<file path="config.mk">
export PLATFORM = sky130hd
export DESIGN_NAME = median_filter_3x3_rgb
export DESIGN_NICKNAME = d
export VERILOG_FILES = /design/src/hdl/mf3_pkg.sv /design/src/hdl/mf3_lane.sv /design/src/hdl/median_filter_3x3_rgb.sv
export SDC_FILE = /design/constraint.sdc
export NUM_CORES = 2
export LEC_CHECK = 0
export ABC_AREA = 1
export BUFFER_PORTS_ARGS = -buffer_cell sky130_fd_sc_hd__buf_4
export CORE_MARGIN = 2
export CORE_UTILIZATION = 30
export CTS_CLUSTER_SIZE = 25
export DETAILED_ROUTE_END_ITERATION = 6
export PLACE_DENSITY = 0.43
export SYNTH_ARGS = -nofsm -noshare
export SYNTH_HDL_FRONTEND = slang
export SYNTH_SLANG_ARGS = --single-unit
</file>
<file path="constraint.sdc">
create_clock -name clock -period 10.2 [get_ports clock]
set_input_delay 1.02 -clock clock [delete_from_list [all_inputs] [get_ports clock]]
set_output_delay 1.02 -clock clock [all_outputs]
set_load 0.02 [all_outputs]
</file>
<file path="src/hdl/mf3_pkg.sv">
// Shared types and constants for the 3x3 RGB median filter.
// No dependencies; imported by both design files and both test files.
`default_nettype none

package mf3_pkg;

   localparam int PIX_W     = 8;                  // bits per colour sample
   localparam int NUM_CH    = 3;                  // blue, green, red
   localparam int COL_PIX   = 3;                  // top, mid, bot
   localparam int COL_BYTES = COL_PIX * NUM_CH;   // samples in one column beat
   localparam int TAPS      = 9;                  // window samples per channel
   localparam int MED_RANK  = 4;                  // fifth smallest of nine

   localparam int IN_DATA_W  = COL_BYTES * PIX_W;
   localparam int OUT_DATA_W = NUM_CH * PIX_W;

   typedef logic [PIX_W-1:0] pix_type;
   typedef pix_type [TAPS-1:0] tap_array_type;
   typedef pix_type [COL_BYTES-1:0] column_type;

   // load enables of the two registered sorting stages
   typedef struct packed {
      logic s1;
      logic s2;
   } stage_en_type;

endpackage : mf3_pkg

`default_nettype wire

</file>
<file path="src/hdl/mf3_lane.sv">
// One channel's median-of-nine network, cut into two registered stages.
// Depends on mf3_pkg; instantiated once per colour by median_filter_3x3_rgb.
`default_nettype none

module mf3_lane
   import mf3_pkg::*;
(
   input  wire logic          clock,
   input  wire stage_en_type  en,
   input  wire tap_array_type taps,
   output      pix_type       med
);

   tap_array_type s1_in, s1_ff;
   tap_array_type s2_in, s2_ff;
   tap_array_type tail;

   // compare-exchange: smaller value ends up at index a
   function automatic tap_array_type cas(input tap_array_type v, input int a, input int b);
      pix_type t;
      tap_array_type r;
      r = v;
      if (v[b] < v[a]) begin
         t    = r[a];
         r[a] = r[b];
         r[b] = t;
      end
      return r;
   endfunction

   // rows sorted in triples
   always_comb begin
      s1_in = taps;
      s1_in = cas(s1_in, 1, 2);
      s1_in = cas(s1_in, 4, 5);
      s1_in = cas(s1_in, 7, 8);
      s1_in = cas(s1_in, 0, 1);
      s1_in = cas(s1_in, 3, 4);
      s1_in = cas(s1_in, 6, 7);
      s1_in = cas(s1_in, 1, 2);
      s1_in = cas(s1_in, 4, 5);
      s1_in = cas(s1_in, 7, 8);
   end

   always_comb begin
      s2_in = s1_ff;
      s2_in = cas(s2_in, 0, 3);
      s2_in = cas(s2_in, 5, 8);
      s2_in = cas(s2_in, 4, 7);
      s2_in = cas(s2_in, 3, 6);
      s2_in = cas(s2_in, 1, 4);
      s2_in = cas(s2_in, 2, 5);
      s2_in = cas(s2_in, 4, 7);
   end

   // final narrowing onto the centre element
   always_comb begin
      tail = s2_ff;
      tail = cas(tail, 2, 4);
      tail = cas(tail, 4, 6);
      tail = cas(tail, 2, 4);
   end

   assign med = tail[MED_RANK];

   always_ff @(posedge clock) begin
      if (en.s1) begin
         s1_ff <= s1_in;
      end
      if (en.s2) begin
         s2_ff <= s2_in;
      end
   end

endmodule : mf3_lane

`default_nettype wire

</file>
<file path="src/hdl/median_filter_3x3_rgb.sv">
// Top level of the 3x3 RGB median filter: column window, lane pipeline, output register.
// Depends on mf3_pkg and mf3_lane.
`default_nettype none

// Takes one image column per beat (three stacked BGR pixels) and returns, one beat
// per input beat, the per-channel median of the 3x3 window formed with the two
// previous columns of the row. req_tuser marks the first column of a row; columns
// not yet seen in a row count as zero pixels and rsp_tuser stays low until the
// third column. Sustained rate is one column per clock while rsp_tready stays high;
// each result is registered in the two sorting-network stages and then the output
// register. Each stage stalls only when it holds data that cannot move on.

module median_filter_3x3_rgb
   import mf3_pkg::*;
(
   input  wire logic                  clock,
   input  wire logic                  reset,
   // top_blue, top_green, top_red, mid_blue, mid_green, mid_red,
   // bot_blue, bot_green, bot_red (8 bits each, from bit 0)
   input  wire logic [IN_DATA_W-1:0]  req_tdata,
   input  wire logic                  req_tuser,   // row_start
   input  wire logic                  req_tvalid,
   output      logic                  req_tready,
   // med_blue, med_green, med_red (8 bits each, from bit 0)
   output      logic [OUT_DATA_W-1:0] rsp_tdata,
   output      logic                  rsp_tuser,   // window_full
   output      logic                  rsp_tvalid,
   input  wire logic                  rsp_tready
);

   column_type col_old_ff, col_old_in;
   column_type col_new_ff, col_new_in;
   column_type fresh;
   logic [1:0] seen_ff, seen_in;
   logic       accept;

   logic v1_ff, v1_in, v2_ff, v2_in;
   logic full1_ff, full2_ff;
   logic rdy1, rdy2, rdy_o;
   stage_en_type en;

   logic                  rsp_tvalid_ff, rsp_tvalid_in;
   logic [OUT_DATA_W-1:0] rsp_tdata_ff, rsp_tdata_in;
   logic                  rsp_tuser_ff;

   tap_array_type   taps [NUM_CH];
   pix_type         med  [NUM_CH];

   // ---- handshake chain
   assign rdy_o      = !rsp_tvalid_ff || rsp_tready;
   assign rdy2       = !v2_ff || rdy_o;
   assign rdy1       = !v1_ff || rdy2;
   assign req_tready = rdy1;
   assign accept     = req_tvalid && rdy1;
   assign en.s1      = rdy1;
   assign en.s2      = rdy2;

   assign v1_in         = rdy1  ? req_tvalid : v1_ff;
   assign v2_in         = rdy2  ? v1_ff      : v2_ff;
   assign rsp_tvalid_in = rdy_o ? v2_ff      : rsp_tvalid_ff;

   // ---- column window
   always_comb begin
      for (int i = 0; i < COL_BYTES; i++) begin
         fresh[i] = req_tdata[i*PIX_W +: PIX_W];
      end
   end

   always_comb begin
      for (int ch = 0; ch < NUM_CH; ch++) begin
         for (int k = 0; k < COL_PIX; k++) begin
            taps[ch][k*3]     = req_tuser ? '0 : col_old_ff[k*NUM_CH + ch];
            taps[ch][k*3 + 1] = req_tuser ? '0 : col_new_ff[k*NUM_CH + ch];
            taps[ch][k*3 + 2] = fresh[k*NUM_CH + ch];
         end
      end
   end

   always_comb begin
      col_old_in = col_old_ff;
      col_new_in = col_new_ff;
      seen_in    = seen_ff;
      if (accept) begin
         col_old_in = req_tuser ? '0 : col_new_ff;
         col_new_in = fresh;
         priority if (req_tuser) begin
            seen_in = 2'd1;
         end else if (seen_ff == 2'd3) begin
            seen_in = 2'd3;
         end else begin
            seen_in = seen_ff + 2'd1;
         end
      end
   end

   // ---- lanes, one per colour
   for (genvar ch = 0; ch < NUM_CH; ch++) begin : g_lane
      mf3_lane u_lane (
         .clock (clock),
         .en    (en),
         .taps  (taps[ch]),
         .med   (med[ch])
      );
   end

   // ---- merge into the output beat
   always_comb begin
      for (int ch = 0; ch < NUM_CH; ch++) begin
         rsp_tdata_in[ch*PIX_W +: PIX_W] = med[ch];
      end
   end

   always_ff @(posedge clock) begin
      if (reset) begin
         col_old_ff    <= '0;
         col_new_ff    <= '0;
         seen_ff       <= '0;
         v1_ff         <= 1'b0;
         v2_ff         <= 1'b0;
         rsp_tvalid_ff <= 1'b0;
      end else begin
         col_old_ff    <= col_old_in;
         col_new_ff    <= col_new_in;
         seen_ff       <= seen_in;
         v1_ff         <= v1_in;
         v2_ff         <= v2_in;
         rsp_tvalid_ff <= rsp_tvalid_in;
      end
   end

   always_ff @(posedge clock) begin
      if (rdy1) begin
         full1_ff <= (seen_in == 2'd3);
      end
      if (rdy2) begin
         full2_ff <= full1_ff;
      end
      if (rdy_o) begin
         rsp_tdata_ff <= rsp_tdata_in;
         rsp_tuser_ff <= full2_ff;
      end
   end

   assign rsp_tdata  = rsp_tdata_ff;
   assign rsp_tuser  = rsp_tuser_ff;
   assign rsp_tvalid = rsp_tvalid_ff;

`ifndef SYNTHESIS
   // a row start always restarts the column count at one
   a_row_restart : assert property (@(posedge clock) disable iff (reset)
      accept && req_tuser |=> seen_ff == 2'd1)
      else $error("column count not restarted on row start");

   // input only back-pressured when every stage holds a beat and the sink stalls
   a_no_bubble_stall : assert property (@(posedge clock) disable iff (reset)
      !req_tready |-> v1_ff && v2_ff && rsp_tvalid_ff && !rsp_tready)
      else $error("input stalled while the pipeline has room");

   // pipeline empties on reset
   a_reset_empty : assert property (@(posedge clock)
      reset |=> !v1_ff && !v2_ff && !rsp_tvalid_ff)
      else $error("pipeline holds beats after reset");

   // a beat leaving stage two lands in the output register
   a_stage_to_out : assert property (@(posedge clock) disable iff (reset)
      v2_ff && rdy_o |=> rsp_tvalid_ff)
      else $error("beat lost between sorting stage and output");
`endif

endmodule : median_filter_3x3_rgb

`default_nettype wire

</file>
==> results.ini <==
[clock_network]
cts.repair.resized=0
cts_hold_buf=0
clkLatencyLatePin_ns=0.67
htreeDepth=2
cts_root_buf=clkbuf_16
cts_tree=built
postCtsSetupRepairBufs=0
cts_num_sinks=464
clockBufferDepth=3
clk_pin_slew_ns=0.06
cts_made_buffers=60

[power]
vdd_ir_drop_max_uv=224
leakagePower_nw=17.8
p_comb_frac=0.596
p_seq_frac=0.233
switching_power_w=0.00703
total_power_w=0.0144
clkPwrFrac=0.171
switching_share=0.488
powerDensity_nw_per_um2=383
p_int_w=0.00737

[logic_synthesis]
synth_nets=4970
synth-warning-count=0
synth_cell_types=29
synth_area_sq_um=33300
syn_area_per_cell_sq_um=7.41
ys_seq_area_frac=0.374
syn_inst=4494
ys_ff_latch=464

[sta]
skew_ns=0.0229
period_share=0.646
final.setup.tns_ns=0
worst_slack_ns=3.62
fin_crit_ns=6.58
hold_slack_ns=0.435
timing.fmax_ghz=0.152
rsz0062_at_grt=false
tightest_slew_ns=1.11
hold_viol_final=0
relSlewSlack=0.261
slew_violations=0
setup_viol=0

[global_routing]
grt_overflow=0
grt_pass1_vias=26500
antenna_found_initial=3
grt_first_pass_wirelength_mm=151
grt_max_degree=123
grt_usage=0.170

[drt]
vias_per_cell=4.64
wl_per_cell_um=15.9
first_pass_iters=6
num_vias=28000
drc=0
ant_nets=0
drt_iter0_markers=1605
drt-total-wl_mm=96.3

[run_status]
status=finished, final reports clean

[placed_design]
preCtsSetupSlack_ns=3.01
dp_hpwl_mm=74.2
io_buffers=103
gp_congestion=0.827
place_area_sq_um=35300

[floorplanning]
initial_core_util=0.302
die_h_um=337
dieArea_sq_um=114000
dieWidth_um=337
rows=122
ios=104
core_sq_um=110000

[layout]
final_common_cell=nand2_1
nFillCells=11700
ff_latch_area_sq_um=12400
nets=4980
layout-drive-gt1-share=0.0645
most-common-layout-cells=nand2_1, o21ai_0, inv_1, ha_1, nor2_1
multi_input_comb_area_sq_um=18300
area_delta_synth_final_pct=12.9
stdcell_area_sq_um=37600

[worst_setup_path]
arrival_ns=6.98
end_kind=flop
critPathMaxFanout=65
worst_setup_path_start_kind=input pin
reg2reg_slack_ns=4.41
crit_required_ns=10.60
critPathKind=input pin to flop

[job]
cap_violations=0

[hold_path]
hp-class=flop to flop

==> cells by family (layout without fill, tap and decap cells) <==
| group | count (synthesis) | count (layout) | synth area share |
|---|---|---|---|
| other cells | 0 | 1 | 0 |
| compound gates | 945 | 945 | 0.149 |
| flops | 464 | 464 | 0.374 |
| fa+ha+maj | 399 | 399 | 0.150 |
| buf+inv | 655 | 717 | 0.0788 |
| simple gates | 2031 | 2031 | 0.248 |
==> flip-flops by register name (all words and copies together), names as in the netlist, 2 cells and up <==
| register | count |
|---|---|
| g_lane.u_lane.s2_ff | 72 |
| rsp_tdata | 24 |
| col_new_ff | 72 |
| g_lane.u_lane.s1_ff | 216 |
| col_old_ff | 72 |
| seen_ff | 2 |
==> worst max-delay path, cell delays in order <==
cell and delay [ns]:
buf_4 0.17, inv_6 0.41, buf_4 0.60, nand2_1 0.26
ha_1 0.35, nand2_1 0.06, o21a_1 0.20, nand2_1 0.63
nor2_1 0.08, a21oi_1 0.31, ha_1 0.32, nand2_1 0.07
nor2_1 0.04, a211oi_1 0.33, nand2_2 0.15, inv_1 0.46
o21ai_0 0.22, ha_1 0.33, a21oi_1 0.14, nand2_1 0.08
nand2_2 0.29, nand2_4 0.21, nand2_1 0.10, nand2_1 0.07
==> routing by layer <==
metal	up-vias	GRT usage	wire length (um)
met5	-	0	0
met2	389	0.276	43000
met4	0	0.0433	1910
met3	103	0.0201	3120
met1	12600	0.239	48200
li1	15000	-	-
==> synth_stat cells <==
cell type	n	area (sq um)
nand2_1	1324	4970
edfxtp_1	315	9460
buf_12	1	20.0
nand2_2	35	219
buf_2	24	120
o21a_1	16	120
nand3_1	257	1290
inv_6	1	8.76
nor2_1	368	1380
inv_1	481	1810
a21oi_1	357	1790
a211oi_1	40	300
a21boi_0	6	45.0
a22oi_1	1	7.51
o21ai_0	502	2510
nand4_1	10	62.6
buf_4	10	75.1
o31ai_1	1	7.51
dfxtp_1	149	2980
ha_1	399	4990
nand2_4	16	180
a211oi_2	6	75.1
o211ai_1	10	75.1
and2_1	15	93.8
o21bai_1	6	45.0
nand3_2	6	60.1
buf_6	10	113
buf_1	5	18.8
clkbuf_1	123	462
==> path summary, 6_finish.rpt <==
| path | start | to | cells past startpoint |
|---|---|---|---|
| worst min-delay path | full1_ff | full2_ff | 0 |
| worst max-delay path | req_tuser | g_lane[0].u_lane.s1_ff[70] | 24 |
| worst max register to register | g_lane[1].u_lane.s2_ff[17] | rsp_tdata[10] | 23 |
| worst min register to register | full1_ff | full2_ff | 0 |
==> power groups by stage <==
stage                     clock network, W  logic, W  registers (W)
after floorplan                          0   0.00641        0.00326
after global placement                   0   0.00859        0.00341
after detailed placement                 0   0.00866        0.00340
after CTS                          0.00255   0.00869        0.00337
after global routing               0.00261    0.0101        0.00342
final                              0.00246   0.00858        0.00335
==> layout make-up <==
class	instances	area share
Multi-Input combinational cell	3375	0.486
Sequential cell	464	0.331
Tap cell	1488	0.0496
Inverter	482	0.0485
Clock buffer	71	0.0416
Timing Repair Buffer	121	0.0242
Clock inverter	43	0.0189
Antenna cell	1	0.0000666
==> stage by stage <==
| step | util | cells |
|---|---|---|
| CTS | 0.340 | 6044 |
| detailed placement | 0.320 | 5930 |
| global route | 0.340 | 6045 |
| finish | 0.340 | 6045 |
| global placement | 0.320 | 5930 |
| floorplan | - | 4494 |
(Power assumes the default switching activity.)
